$ cat src/rtl/core/swrm_pkg.sv
package swrm_pkg;

  // ring depth in seconds, a power of two from 1 to 64
  localparam int WINDOW      = 8;
  localparam int BIN_W       = (WINDOW > 1) ? $clog2(WINDOW) : 1;
  localparam int CNT_W       = $clog2(WINDOW + 1);

  localparam int DATA_W      = 32;
  localparam int BYTES_W     = 31;
  localparam int KBPS_W      = 22;
  localparam int KIB_SHIFT   = 10;
  localparam int STEP_W      = $clog2(DATA_W);

  localparam int IN_TDATA_W  = 64;
  localparam int OUT_TDATA_W = 56;

  // item kinds carried on in_tuser
  localparam logic KIND_ARRIVAL = 1'b0;
  localparam logic KIND_QUERY   = 1'b1;

  typedef enum logic [6:0] {
    S_IDLE   = 7'b0000001,
    S_CLEAR  = 7'b0000010,
    S_ADD_RD = 7'b0000100,
    S_ADD_WR = 7'b0001000,
    S_SUM    = 7'b0010000,
    S_DIV    = 7'b0100000,
    S_RESP   = 7'b1000000
  } state_t;

  // bin of a given second
  function automatic logic [BIN_W-1:0] bin_of(input logic [DATA_W-1:0] sec);
    return BIN_W'(sec % WINDOW);
  endfunction

endpackage

$ cat src/rtl/core/sliding_window_rate_meter.sv
// Byte-throughput meter over a ring of per-second bins held in one small RAM.
// Input stream: in_tuser selects the kind of transaction (0 = byte arrival,
// 1 = rate query); in_tdata carries the current second and the byte count.
// An arrival gives no output; a query gives one output transaction with the
// average bytes per active second and the same figure in KiB per second.
// Sequence, one item at a time (in_tready is high only between items):
//   arrival: clears each bin that left the window (up to WINDOW) in turn, since the
//            single RAM write port serves clearing and the add, then adds to the current bin
//   query in the same second as the last computed one: straight to the output
//   other query: reads and sums all WINDOW bins, then the bit-serial divider
//            finds the average; the output waits until the output register is free
// The result sits in an output register, so a stalled receiver blocks nothing
// until a later query reaches S_RESP; arrivals carry on meanwhile.
// Reset (rst_n low, synchronous) empties the ring, zeroes the last seen
// second, the last query second and the cached rate, and drops any
// pending output. No clearing pass is needed after reset.
module sliding_window_rate_meter (
  input  logic                             clk,
  input  logic                             rst_n,
  input  logic                             in_tvalid,
  output logic                             in_tready,
  input  logic [swrm_pkg::IN_TDATA_W-1:0]  in_tdata,   // now_second[31:0], byte_count[62:32]
  input  logic                             in_tuser,   // kind[0]
  output logic                             out_tvalid,
  input  logic                             out_tready,
  output logic [swrm_pkg::OUT_TDATA_W-1:0] out_tdata   // bytes_per_second[31:0],
                                                       // kbytes_per_second[53:32]
);
  import swrm_pkg::*;

  // bin storage
  logic [DATA_W-1:0] bin_mem [WINDOW];
  logic [WINDOW-1:0] bin_vld_r, bin_vld_nxt;
  logic [DATA_W-1:0] rd_data_r;
  logic              rd_ok_r;
  logic              mem_we;
  logic [BIN_W-1:0]  mem_wa, mem_ra;
  logic [DATA_W-1:0] mem_wd, rd_val;

  // control and payload registers
  state_t             state_r, state_nxt;
  logic [DATA_W-1:0]  newest_r, newest_nxt;
  logic [DATA_W-1:0]  query_sec_r, query_sec_nxt;
  logic [DATA_W-1:0]  cached_r, cached_nxt;
  logic [DATA_W-1:0]  now_r, now_nxt;
  logic [BYTES_W-1:0] bytes_r, bytes_nxt;
  logic [BIN_W-1:0]   clr_idx_r, clr_idx_nxt;
  logic [CNT_W-1:0]   clr_cnt_r, clr_cnt_nxt;
  logic [CNT_W-1:0]   cnt_r, cnt_nxt;
  logic               rd_pend_r, rd_pend_nxt;
  logic [DATA_W-1:0]  sum_r, sum_nxt;
  logic [CNT_W-1:0]   act_r, act_nxt;
  logic [DATA_W-1:0]  q_r, q_nxt;
  logic [CNT_W-1:0]   rem_r, rem_nxt;
  logic [CNT_W-1:0]   div_r, div_nxt;
  logic [STEP_W-1:0]  step_r, step_nxt;
  logic               out_valid_r, out_valid_nxt;
  logic [DATA_W-1:0]  out_bps_r, out_bps_nxt;

  // datapath temporaries
  logic [DATA_W-1:0] in_now;
  logic [DATA_W-1:0] gap;
  logic [DATA_W:0]   add_wide;
  logic [DATA_W:0]   sum_wide;
  logic [DATA_W-1:0] sum_sat;
  logic [CNT_W-1:0]  act_new;
  logic [CNT_W:0]    trial;
  logic              qbit;

  assign in_now   = in_tdata[DATA_W-1:0];
  assign gap      = in_now - newest_r;
  assign rd_val   = rd_ok_r ? rd_data_r : '0;
  assign add_wide = {1'b0, rd_val} + (DATA_W+1)'(bytes_r);
  assign sum_wide = {1'b0, sum_r} + {1'b0, rd_val};
  assign sum_sat  = sum_wide[DATA_W] ? '1 : sum_wide[DATA_W-1:0];
  assign act_new  = (rd_val != '0) ? act_r + CNT_W'(1) : act_r;
  assign trial    = {rem_r, q_r[DATA_W-1]};
  assign qbit     = (trial >= {1'b0, div_r});

  assign in_tready  = (state_r == S_IDLE);
  assign out_tvalid = out_valid_r;
  assign out_tdata  = {{(OUT_TDATA_W-DATA_W-KBPS_W){1'b0}},
                       out_bps_r[DATA_W-1:KIB_SHIFT], out_bps_r};

  // sequencer
  always_comb begin
    state_nxt     = state_r;
    newest_nxt    = newest_r;
    query_sec_nxt = query_sec_r;
    cached_nxt    = cached_r;
    now_nxt       = now_r;
    bytes_nxt     = bytes_r;
    clr_idx_nxt   = clr_idx_r;
    clr_cnt_nxt   = clr_cnt_r;
    cnt_nxt       = cnt_r;
    rd_pend_nxt   = 1'b0;
    sum_nxt       = sum_r;
    act_nxt       = act_r;
    q_nxt         = q_r;
    rem_nxt       = rem_r;
    div_nxt       = div_r;
    step_nxt      = step_r;
    out_valid_nxt = out_valid_r;
    out_bps_nxt   = out_bps_r;
    mem_we        = 1'b0;
    mem_wa        = clr_idx_r;
    mem_wd        = '0;
    mem_ra        = cnt_r[BIN_W-1:0];

    // output transaction taken
    if (out_valid_r && out_tready) begin
      out_valid_nxt = 1'b0;
    end

    case (state_r)
      S_IDLE: begin
        if (in_tvalid) begin
          now_nxt   = in_now;
          bytes_nxt = in_tdata[DATA_W+BYTES_W-1:DATA_W];
          if (in_tuser == KIND_ARRIVAL) begin
            newest_nxt = in_now;
            if (gap == '0) begin
              state_nxt = S_ADD_RD;
            end else begin
              clr_idx_nxt = bin_of(newest_r + DATA_W'(1));
              clr_cnt_nxt = (gap > DATA_W'(WINDOW)) ? CNT_W'(WINDOW) : gap[CNT_W-1:0];
              state_nxt   = S_CLEAR;
            end
          end else if (in_now == query_sec_r) begin
            state_nxt = S_RESP;
          end else begin
            query_sec_nxt = in_now;
            cnt_nxt       = '0;
            sum_nxt       = '0;
            act_nxt       = '0;
            state_nxt     = S_SUM;
          end
        end
      end

      // zero the bins that dropped out of the window
      S_CLEAR: begin
        mem_we      = 1'b1;
        mem_wa      = clr_idx_r;
        clr_idx_nxt = BIN_W'((int'(clr_idx_r) + 1) % WINDOW);
        clr_cnt_nxt = clr_cnt_r - CNT_W'(1);
        if (clr_cnt_r == CNT_W'(1)) begin
          state_nxt = S_ADD_RD;
        end
      end

      S_ADD_RD: begin
        mem_ra    = bin_of(now_r);
        state_nxt = S_ADD_WR;
      end

      // saturating add into the current bin
      S_ADD_WR: begin
        mem_we    = 1'b1;
        mem_wa    = bin_of(now_r);
        mem_wd    = add_wide[DATA_W] ? '1 : add_wide[DATA_W-1:0];
        state_nxt = S_IDLE;
      end

      // stream all bins out of the ram, summing and counting active ones
      S_SUM: begin
        if (cnt_r < CNT_W'(WINDOW)) begin
          mem_ra      = cnt_r[BIN_W-1:0];
          rd_pend_nxt = 1'b1;
          cnt_nxt     = cnt_r + CNT_W'(1);
        end
        if (rd_pend_r) begin
          sum_nxt = sum_sat;
          act_nxt = act_new;
          if (cnt_r == CNT_W'(WINDOW)) begin
            q_nxt     = sum_sat;
            rem_nxt   = '0;
            div_nxt   = (act_new == '0) ? CNT_W'(1) : act_new;
            step_nxt  = STEP_W'(DATA_W - 1);
            state_nxt = S_DIV;
          end
        end
      end

      // restoring divider, one quotient bit a cycle
      S_DIV: begin
        rem_nxt  = qbit ? CNT_W'(trial - {1'b0, div_r}) : trial[CNT_W-1:0];
        q_nxt    = {q_r[DATA_W-2:0], qbit};
        step_nxt = step_r - STEP_W'(1);
        if (step_r == '0) begin
          cached_nxt = {q_r[DATA_W-2:0], qbit};
          state_nxt  = S_RESP;
        end
      end

      S_RESP: begin
        if (!out_valid_r || out_tready) begin
          out_valid_nxt = 1'b1;
          out_bps_nxt   = cached_r;
          state_nxt     = S_IDLE;
        end
      end

      default: begin
        state_nxt = S_IDLE;
      end
    endcase
  end

  // a bin never written since reset reads as zero
  always_comb begin
    bin_vld_nxt = bin_vld_r;
    if (mem_we) begin
      bin_vld_nxt[mem_wa] = 1'b1;
    end
  end

  // bin ram, registered read
  always_ff @(posedge clk) begin
    if (mem_we) begin
      bin_mem[mem_wa] <= mem_wd;
    end
    rd_data_r <= bin_mem[mem_ra];
    rd_ok_r   <= bin_vld_r[mem_ra];
  end

  // control state
  always_ff @(posedge clk) begin
    if (!rst_n) begin
      state_r     <= S_IDLE;
      bin_vld_r   <= '0;
      newest_r    <= '0;
      query_sec_r <= '0;
      cached_r    <= '0;
      rd_pend_r   <= 1'b0;
      out_valid_r <= 1'b0;
    end else begin
      state_r     <= state_nxt;
      bin_vld_r   <= bin_vld_nxt;
      newest_r    <= newest_nxt;
      query_sec_r <= query_sec_nxt;
      cached_r    <= cached_nxt;
      rd_pend_r   <= rd_pend_nxt;
      out_valid_r <= out_valid_nxt;
    end
  end

  // payload and working registers
  always_ff @(posedge clk) begin
    now_r     <= now_nxt;
    bytes_r   <= bytes_nxt;
    clr_idx_r <= clr_idx_nxt;
    clr_cnt_r <= clr_cnt_nxt;
    cnt_r     <= cnt_nxt;
    sum_r     <= sum_nxt;
    act_r     <= act_nxt;
    q_r       <= q_nxt;
    rem_r     <= rem_nxt;
    div_r     <= div_nxt;
    step_r    <= step_nxt;
    out_bps_r <= out_bps_nxt;
  end

  // clearing never runs past one full turn of the ring
  a_clear_count: assert property (@(posedge clk) disable iff (!rst_n)
    state_r == S_CLEAR |-> clr_cnt_r != '0 && clr_cnt_r <= CNT_W'(WINDOW))
    else $error("clear count out of range");

  // divider keeps a nonzero divisor and a remainder below it
  a_div_rem: assert property (@(posedge clk) disable iff (!rst_n)
    state_r == S_DIV |-> div_r != '0 && rem_r < div_r)
    else $error("divider remainder not below divisor");

  // a repeat query in the same second goes straight to the response
  a_cached_query: assert property (@(posedge clk) disable iff (!rst_n)
    in_tvalid && in_tready && in_tuser == KIND_QUERY && in_now == query_sec_r
    |=> state_r == S_RESP)
    else $error("cached query did not bypass the sum");

  // the last bin read of a sum is still pending when the count reaches WINDOW
  a_sum_end: assert property (@(posedge clk) disable iff (!rst_n)
    state_r == S_SUM && cnt_r == CNT_W'(WINDOW) |-> rd_pend_r)
    else $error("sum finished without pending read");

endmodule
$ cat config.mk
export PLATFORM = sky130hd
export DESIGN_NAME = sliding_window_rate_meter
export DESIGN_NICKNAME = d
export VERILOG_FILES = /design/src/rtl/core/swrm_pkg.sv /design/src/rtl/core/sliding_window_rate_meter.sv
export SDC_FILE = /design/constraint.sdc
export NUM_CORES = 1
export LEC_CHECK = 0
export BUFFER_PORTS_ARGS = -buffer_cell sky130_fd_sc_hd__buf_2
export CORE_MARGIN = 1.5
export CORE_UTILIZATION = 43
export DETAILED_ROUTE_END_ITERATION = 12
export PLACE_DENSITY_LB_ADDON = 0.3
export SYNTH_ARGS = -nofsm -noshare
export SYNTH_HDL_FRONTEND = slang
export SYNTH_SLANG_ARGS = --single-unit
export TNS_END_PERCENT = 1
$ cat constraint.sdc
create_clock -name clk -period 4.45 [get_ports clk]
set_clock_uncertainty 0.15 [all_clocks]
set_input_delay 0.6675 -clock clk [delete_from_list [all_inputs] [get_ports clk]]
set_output_delay 0.6675 -clock clk [all_outputs]
set_load 0.01 [all_outputs]
* Word level (Yosys, flattened, before mapping)
Memory sizes are Yosys's and may differ from the RTL's. A register that Yosys moved wholly into a read port is not among the register bits.
Index checks and enable logic that the tools add are counted.
Widths: inputs -> output; s select.
** Word-level totals
- Bits in registers :: 272
- Bits in writable memories :: 256
- Bits of input ports :: 69
- Output and inout bits :: 58
- Logic and storage cells :: 144
- Memories kept :: 1
** Memories
- bin_mem :: words 8, bits a word 32, read ports 1, clocked after memory_dff 1, write ports 1, line sliding_window_rate_meter.sv:32 : logic [DATA_W-1:0] bin_mem [WINDOW];
** Operators by class
- Add/subtract/negate cells :: 10
- Order comparisons :: 6
- Eq/ne operators :: 21
- Mux-type cells :: 59
- Bitwise logic cells :: 3
- Reductions and logical operators :: 24
** Operator list (number)
- $mux 32 :: 10
- $pmux 32 s2 :: 2
- $mux 7 :: 8
- $mux 4 :: 13
- $pmux 7 s6 :: 1
- $add 32x31->33 :: 1
- $add 32x32->33 :: 1
- $eq 32x32->1 :: 1
- $gt 32x4->1 const B :: 1
- $logic_not 32->1 :: 1
- $pmux 4 s2 :: 4
- $reduce_bool 32->1 :: 1
- $sub 32x32->32 :: 1
- $ne 2x2->1 const B :: 10
- $mux 3 :: 6
- $mux 5 :: 2
- $pmux 5 s2 :: 1
- $reduce_and 5->1 :: 2
- $mux 1 :: 9
- $reduce_and 3->1 :: 3
- $add 4x1->4 const B :: 2
- $lt 3x4->1 const B :: 2
- $or 8x8->8 :: 1
- $reduce_and 2->1 :: 4
- other kinds (30) :: 36

* Logic depth before layout (Yosys ltp)
Gate-level depths: netlist of run 1.
- Depth after elaboration :: 7
- Gate-level depth with buffers :: 18

* Worst setup path before layout of run 1
Ideal clock, no wire load.
- Path type :: flip-flop to flip-flop
- Start point :: reg rd_ok_r
- End point :: mem bin_mem[0][31], data pin
- Setup time :: 296 ps
- Data arrival time :: 3693 ps
- Data required time :: 4004 ps
- Setup slack :: 311 ps
- Stages on the path, launching flop included :: 16
- Cells stage by stage :: dfxtp_1 clkbuf_1 nand2_1 inv_1 ha_1 a211oi_1 nor2_1 o31ai_1 o21ai_1 a21oi_2 o21ai_1 o41a_1 o41ai_2 o21ai_0 o2111a_1 nor4_1
** On the way
- Word-level cells in the longest chain between the ends :: 4
** Ends and longest elaborated chain
- from (decl) :: line sliding_window_rate_meter.sv:35 : logic rd_ok_r;
- from (signal assigned) :: line sliding_window_rate_meter.sv:224 : rd_ok_r <= bin_vld_r[mem_ra];
- $mux 32 :: line sliding_window_rate_meter.sv:72 : assign rd_val = rd_ok_r ? rd_data_r : '0;
- $add 32x31->33 :: line sliding_window_rate_meter.sv:73 : assign add_wide = {1'b0, rd_val} + (DATA_W+1)'(bytes_r);
- $mux 32 :: line sliding_window_rate_meter.sv:161 : mem_wd = add_wide[DATA_W] ? '1 : add_wide[DATA_W-1:0];
- $mux 32 :: line sliding_window_rate_meter.sv:115 : case (state_r)
- via mem_wd[31] :: line sliding_window_rate_meter.sv:38 : logic [DATA_W-1:0] mem_wd, rd_val;
- to (decl) :: line sliding_window_rate_meter.sv:32
The timed path passes the listed nets, and every way through them passes these cells.

* Worst setup path in the final report of run 1
- Start point :: reg rd_ok_r
- End point :: mem bin_mem[6][31], data pin
Same word-level chain as after synthesis.

==> metrics.md, run 1 <==
| Metric | Value |
|---|---|
| FF-to-FF End | bin_mem[6][31]$_DFFE_PP_ |
| Vias per cell | ~5.4 |
| Layout cells sized above 1 | roughly a fifth |
| Net Sw Frac | 24.0% |
| Top FF cell, synth | edfxtp_1 |
| Finished Core Util | 50.5% |
| # hold bufs at CTS | 0 |
| WP data arrival | ~4.7 ns |
| H-Tree Depth | 2 |
| Leak | roughly 0.011 uW |
| Fin crit share | a little over nine tenths |
| Synth Instances | 2199 |
| Clk buf depth | 3 |
| CTS tree | yes |
| WL per Instance | 19.9 um |
| Switching power total | 2950 uW |
| DR DRC count | 0 |
| Power share of the clock group | 42.1% |
| Max Slew Vio Count | 0 |
| Area growth syn-to-layout | 16.0% |
| DIE WIDTH | 253 um |
| Crit-path cells | buf_4 > and2_2 > ha_1 > a21oi_1 > o211ai_1 > a221oi_2 > o21ai_2 > a21oi_2 > o21ai_1 > o41a_1 > o41ai_4 > o21ai_0 > o2111a_1 > nor4_1 > buf_4 |
| GP Congestion | around 0.9 |
| Die footprint | roughly 64000 sq um |
| Pwr Density | 393 nW/um^2 |
| Post-synthesis async set-or-reset flop share | 0% |
| Setup Viol. Count Final | 0 |
| Setup Fix Bufs, Post-CTS | 0 |
| Slew HR | between 20% and 30% |
| Seq pwr share | between 40% and 50% |
| Data required, critical path | ~4.8 ns |
| Mapped Area | approximately 27000 sq um |
| Crit-path max cell delay | around 0.43 ns |
| CP endpoint | bin_mem[6][31]$_DFFE_PP_ |
| 1st-iter DRT viols | 1242 |
| Initial antenna violation count | 1 |
| Cts bufs inserted | between 50 and 60 |
| Reg2reg start | rd_ok_r$_DFF_P_ |
| Total GRT Usage | about a fifth |
| Clk_lat worst skew | 0.64 ns |
| Slowest CP cell | dfxtp_2 |
| Worst path bufs/invs | 2 |
| Number of global-route vias before repair | ~18000 |
| Layout net count | approximately 2500 |
| PortBufs | 123 |
| Post-route ant nets | 0 |
| Post-synth EDFFs | between 400 and 500 |
| Routed WL | 64800 um |
| Largest area contributor in the netlist | edfxtp_1 |
| Crit path top cell by count | buf_4 |
| Number of cells on the worst reg-to-reg path | 15 |
| Clk slew on worst S/H paths | 0.06 ns |
| Synth area leaders | edfxtp_1 (46%), dfxtp_1 (11%), mux4_2 (5.5%) |
| CP Max Fanout | 11 |
| HPWL Detailed | 44400 um |
| FF+latch count, synth | between 500 and 600 |
| Critical Path Sink Type | flop |
| Global-route wire length before repair | roughly 100000 um |
| Worst min path class | input pin to flop |
| Gr ovfl total | 0 |
| R2r setup slk | around 0.13 ns |
| Endpoints failing hold | 0 |
| Clock root cell | clkbuf_16 |
| TritonCTS Sinks | 560 |
| Fin crit period | between 4 and 5 ns |
| Startpoint Class | flop |
| Yosys warning total | 0 |
| CP delay by family, top | compound AO/OA/AOI/OAI gates |
| Maximum vdd drop | ~0.00034 V |
| Int Pwr | between 9000 and 10000 uW |
| Mean Syn Cell Area | 12.3 sq um |
| Commonest non-fill, non-tap cell in the layout | edfxtp_1 |
| Final hold slack | approximately 0.054 ns |
| Comb pwr share | a little over a tenth |
| Cell variety after synth | between 80 and 90 |
| Synth top area share | between 40% and 50% |
| Drt pass-1 iters | 5 |
| RSZ-0062 raised after global routing | yes |
| Setup TNS Final | 0 ns |
| Top Ports | between 100 and 150 |
| Post-synthesis sequential area ratio | 57.0% |
| CP startpoint | rd_ok_r$_DFF_P_ |
| Vias | between 15000 and 20000 |
| Pin count of the biggest net entering global routing | 67 |
| Die Y | around 250 um |
| Starting density of the core | a little over two fifths |
| Run status | finished, final reports clean |
| Setup CP Type | flop to flop |
| CORE AREA | 61800 sq um |
| Commonest cells after routing, fill and taps aside | edfxtp_1 (414), nand2_1 (194), nor2_1 (145), dfxtp_1 (145), buf_2 (123) |
| # rows | about 90 |
| Critical path depth | 15 |
| Tightest Pin Transition | approximately 1.1 ns |
| Peak Freq | roughly 0.23 GHz |
| Max-cap viol count | 0 |
## through the flow
stage	total power (uW)	instance area, sq um	worst slack, ns	std cells
finish	12300	31200	0.133	3257
global route	12700	31200	-0.188	3257
detailed placement	7210	29000	-0.0989	3144
CTS	12400	31100	0.0402	3256
floorplan	6760	26900	0.311	2200
global placement	7180	29000	-0.104	3144
## repair_timing
item | CTS | global route
setup endpoints to repair | 222 | 259
resized for setup | 11 | 30
pin swaps | 0 | 1
## power groups by stage
stage	Sequential (uW)	Clock (uW)	Combinational (uW)
floorplan	5890	0	869
global placement	5930	0	1260
detailed placement	5930	0	1280
CTS	5820	5280	1290
global route	5830	5450	1420
finish	5820	5160	1290
## area by class of cell
class	count	area, sq um
Antenna cell	1	2.50
Clock buffer	87	1750
Clock inverter	25	338
Fill cell	5364	30600
Inverter	89	334
Multi-Input combinational cell	1428	11000
Sequential cell	560	15400
Tap cell	837	1050
Timing Repair Buffer	230	1460
## kinds of logic (layout without fill, tap and decap cells)
| family | Yosys count | count (layout) | synth area share (%) |
|---|---|---|---|
| XOR/XNOR | 104 | 104 | 3.38 |
| AND/OR/NAND/NOR | 599 | 599 | 10.8 |
| flip-flops | 560 | 560 | 57.0 |
| AO/OA/AOI/OAI | 469 | 469 | 11.5 |
| other | 1 | 3 | 0.0139 |
| multiplexers | 144 | 144 | 8.58 |
| adder cells (fa/ha/maj) | 110 | 110 | 5.22 |
| buffers and inverters | 212 | 431 | 3.44 |
## worst min path at each step
stage,startpoint,to,slack (ns),depth (start not counted)
after global placement,cached_r[5]$_SDFFE_PN0P_,out_bps_r[5]$_DFFE_PP_,0.27,0
after global routing,in_tdata[51],bytes_r[19]$_DFFE_PP_,0.03,1
after floorplan,cached_r[10]$_SDFFE_PN0P_,out_bps_r[10]$_DFFE_PP_,0.26,0
after detailed placement,cached_r[22]$_SDFFE_PN0P_,out_bps_r[22]$_DFFE_PP_,0.27,0
after CTS,in_tdata[46],bytes_r[14]$_DFFE_PP_,0.02,1
final,in_tdata[50],bytes_r[18]$_DFFE_PP_,0.05,1
## cell usage after synthesis (all sizes together), types with 4 or more instances
master,count
edfxtp,414
nand2,194
nor2,156
a21oi,152
dfxtp,146
ha,106
inv,89
clkbuf,78
xnor2,74
a21boi,66
mux4,66
o21ai,61
a21o,46
nor2b,46
buf,45
mux2i,43
and2,38
mux2,35
nand4,31
xor2,30
o21a,26
nand3,23
nor4,23
a31oi,20
nor3,20
nand2b,17
o21bai,11
a211oi,10
and3,10
o211ai,10
o31ai,10
nor3b,8
nand3b,7
nor4b,6
or3,6
o31a,5
a2111oi,4
a41oi,4
fa,4
o22ai,4
o32ai,4
or3b,4
## sequential cells by signal (all words and copies together), names as in the netlist, 3 cells and up
| signal | count |
|---|---|
| act_r | 4 |
| bin_mem | 256 |
| bin_vld_r | 8 |
| bytes_r | 31 |
| cached_r | 32 |
| clr_cnt_r | 4 |
| clr_idx_r | 3 |
| cnt_r | 4 |
| div_r | 4 |
| newest_r | 32 |
| now_r | 3 |
| out_bps_r | 32 |
| q_r | 32 |
| query_sec_r | 32 |
| rd_data_r | 32 |
| rem_r | 4 |
| state_r | 7 |
| step_r | 5 |
| sum_r | 32 |
## routing by layer
| layer | vias up | track usage, % | share of wire (%) |
|---|---|---|---|
| li1 | 8476 | - | - |
| met1 | 8752 | 25.5 | 42 |
| met2 | 347 | 35.7 | 51 |
| met3 | 117 | 2.68 | 3.8 |
| met4 | 0 | 6.86 | 3.1 |
| met5 | - | 0 | 0 |
## worst register-to-register path: cells and delay by family, from the launching register on
family | cells | cell delay, ns
compound gates | 10 | 2.38
buf+inv | 2 | 0.41
fa+ha+maj | 1 | 0.30
flops | 1 | 0.43
simple gates | 2 | 0.50
Power figures use the tool's default switching activity.
==> inputs of run 2 (changes only) <==
--- a/config.mk
+++ b/config.mk
@@ -8,6 +8,7 @@
 export BUFFER_PORTS_ARGS = -buffer_cell sky130_fd_sc_hd__buf_2
 export CORE_MARGIN = 1.5
 export CORE_UTILIZATION = 43
+export CTS_BUF_LIST = sky130_fd_sc_hd__clkbuf_4 sky130_fd_sc_hd__clkbuf_8
 export DETAILED_ROUTE_END_ITERATION = 12
 export PLACE_DENSITY_LB_ADDON = 0.3
 export SYNTH_ARGS = -nofsm -noshare
==> run 2 against run 1 <==
Die area unchanged. Setup slack worse by 0.047 ns. Clock-buffer cell count up 69. Combinational power about the same. Global-route usage up 0.36 points. Wire length up 1.1%. Register-to-register slack worse by 0.05 ns. Flip-flop and latch count unchanged. Highest routed layer unchanged. Cell count up 3.1%.
==> metrics.md, run 2 (same netlist as run 1, synthesis figures left out) <==
| Metric | Value |
|---|---|
| Slowest CP cell | a21oi_1 |
| Data required, critical path | 4.75 ns (-0.04 ns) |
| DIE WIDTH | 253 um (unchanged) |
| Cts bufs inserted | 95 (+61%) |
| Slew HR | 22.2% (-1.3 points) |
| Startpoint Class | flop |
| Final std cells w/o fill | 3357 (+3.1%) |
| TritonCTS Sinks | 560 (unchanged) |
| Placed cell count | 3144 (unchanged) |
| Die Y | 253 um (unchanged) |
| Clk_lat worst skew | 0.73 ns (+0.09 ns) |
| Vias | 18000 (+1.7%) |
| Initial antenna violation count | 2 (+1) |
| Commonest cells after routing, fill and taps aside | edfxtp_1 (414), nand2_1 (194), nor2_1 (145), dfxtp_1 (145), a21oi_1 (127) |
| Layout net count | 2614 (+2.6%) |
| Tightest Pin Transition | 1.17 ns (+0.0219 ns) |
| Clk slew on worst S/H paths | 0.07 ns (about the same) |
| WL per Instance | 19.5 um (-1.9%) |
| Starting density of the core | 43.6% (unchanged) |
| PortBufs | 123 (unchanged) |
| CORE AREA | 61800 sq um (unchanged) |
| M2 GR Usage | 36.0% (+0.34 points) |
| GP Congestion | 0.910 (unchanged) |
| # rows | 91 (unchanged) |
| GR Util met3 | 2.98% (+0.30 points) |
| Clock root cell | clkbuf_8 |
| CP Max Fanout | 19 (+8) |
| Leak | 0.0110 uW (+2.2%) |
| Drt pass-1 iters | 5 (unchanged) |
| Peak Freq | 0.229 GHz (-1.1%) |
| Setup Fix Bufs, Post-CTS | 0 (unchanged) |
| H-Tree Depth | 3 (+1) |
| Commonest non-fill, non-tap cell in the layout | edfxtp_1 |
| Total GRT Usage | 20.6% (+0.36 points) |
| Endpoints failing hold | 0 (unchanged) |
| Maximum vdd drop | 0.000233 V (-32%) |
| Fin crit share | 98.1% (+1.1 points) |
| Layout cells sized above 1 | 22.6% (+1.8 points) |
| GRT Max-Usage Layer | met2 |
| WP data arrival | 4.66 ns (about the same) |
| Post-route ant nets | 0 (unchanged) |
| R2r setup slk | 0.09 ns (-0.05 ns) |
| Crit-path cells | buf_4 > and2_2 > ha_1 > nand2_1 > or3_1 > o21bai_1 > a21oi_1 > o31ai_2 > o21ai_1 > o311ai_1 > a41oi_1 > a21o_1 > nand2_1 > buf_12 > a21oi_1 |
| Global-route wire length before repair | 102000 um (+1.3%) |
| Routed WL | 65600 um (+1.1%) |
| Pwr Density | 386 nW/um^2 (-1.9%) |
| Worst min path class | input pin to flop |
| Run status | finished, final reports clean |
| Max Slew Vio Count | 0 (unchanged) |
| Top Ports | 127 (unchanged) |
| 1st-iter DRT viols | 1150 (-7.4%) |
| Gr ovfl total | 0 (unchanged) |
| Vias per cell | 5.36 (-1.3%) |
| HPWL Detailed | 44400 um (unchanged) |
| Pin count of the biggest net entering global routing | 67 (unchanged) |
| GR met1 Demand/Resource | 25.4% (-0.096 points) |
| Setup CP Type | flop to flop |
| Max reg flops | 256 (unchanged) |
| Clk buf depth | 3 (unchanged) |
| Fin crit period | 4.36 ns (+0.0470 ns) |
| Die footprint | 64200 sq um (unchanged) |
| Number of global-route vias before repair | 18600 (+2.5%) |
| Setup Viol. Count Final | 0 (unchanged) |
| Finished Core Util | 51.0% (+0.47 points) |
| Area growth syn-to-layout | 17.0% |
| Max-cap viol count | 0 (unchanged) |
| RSZ-0062 raised after global routing | yes |
| Crit-path max cell delay | 0.47 ns (+0.04 ns) |
| CTS tree | yes |
| Reg with most FFs | bin_mem |
| Critical Path Sink Type | flop |
| DR DRC count | 0 (unchanged) |
==> run 2: cell types whose count changed in the layout (fill, tap and decap cells not counted), sizes merged <==
cell / before / now
diode: 1 / 2
inv: 90 / 93
dlygate4sd3: 0 / 31
clkbuf: 87 / 156
bufinv: 6 / 3
clkinv: 17 / 16
==> run 2: per-stage QoR <==
step / setup TNS [ns] / hold slack (ns) / area [sq um] / power, uW / setup slack [ns]
6_report: 0 / 0.112 / 31500 / 12200 / 0.0864
2_1_floorplan: 0 / 0.258 / 26900 / 6760 / 0.311
3_3_place_gp: -0.104 / 0.266 / 29000 / 7180 / -0.104
4_1_cts: -0.105 / 0.0710 / 31400 / 12300 / -0.00824
3_5_place_dp: -6.79 / 0.265 / 29000 / 7210 / -0.0989
5_1_grt: -14.88 / 0.109 / 31500 / 12600 / -0.221
==> run 2: report_power, final <==
| part | internal [uW] | switching, uW | leakage [uW] |
|---|---|---|---|
| registers | 5730 | 88.9 | 0.00444 |
| logic | 535 | 778 | 0.00539 |
| clock network | 2860 | 2160 | 0.00113 |
| total | 9130 | 3030 | 0.0110 |
==> run 2: layout make-up <==
class / count / area, sq um
repair buffers: 261 / 1770
diodes: 2 / 5.00
fillers: 5350 / 30300
flip-flops and latches: 560 / 15400
clock buffers: 156 / 1870
clock inverters: 24 / 248
multi-input cells: 1428 / 10900
well taps: 837 / 1050
inverters: 89 / 334
==> run 2: metal layers <==
layer,vias up,share of wire [%]
met5,-,0
met4,0,3.4
met3,135,4.2
met2,398,51
met1,8831,42
li1,8631,-
==> run 2: final timing paths <==
kind                                                 from  depth (start not counted)                   endpoint
worst min-delay path                         in_tdata[26]                          3  newest_r[26]$_SDFFE_PN0P_
worst max-delay path                      rd_ok_r$_DFF_P_                         15    bin_mem[3][7]$_DFFE_PP_
worst max register to register            rd_ok_r$_DFF_P_                         15    bin_mem[3][7]$_DFFE_PP_
worst min register to register  cached_r[12]$_SDFFE_PN0P_                          0    out_bps_r[12]$_DFFE_PP_
==> run 2: what timing repair did <==
action / 4_1_cts / 5_1_grt
hold buffers: 31 / 0
endpoints found under the hold margin: 31 / 0
resized for setup: 6 / 21
pin swaps: 0 / 1
setup endpoints to repair: 250 / 259
==> run 2: critical path: cells and delay by family (launching register included) <==
family / cells / cell delay (ns)
buf+inv: 2 / 0.40
simple gates: 4 / 0.85
flops: 1 / 0.37
fa+ha+maj: 1 / 0.37
compound gates: 8 / 1.91
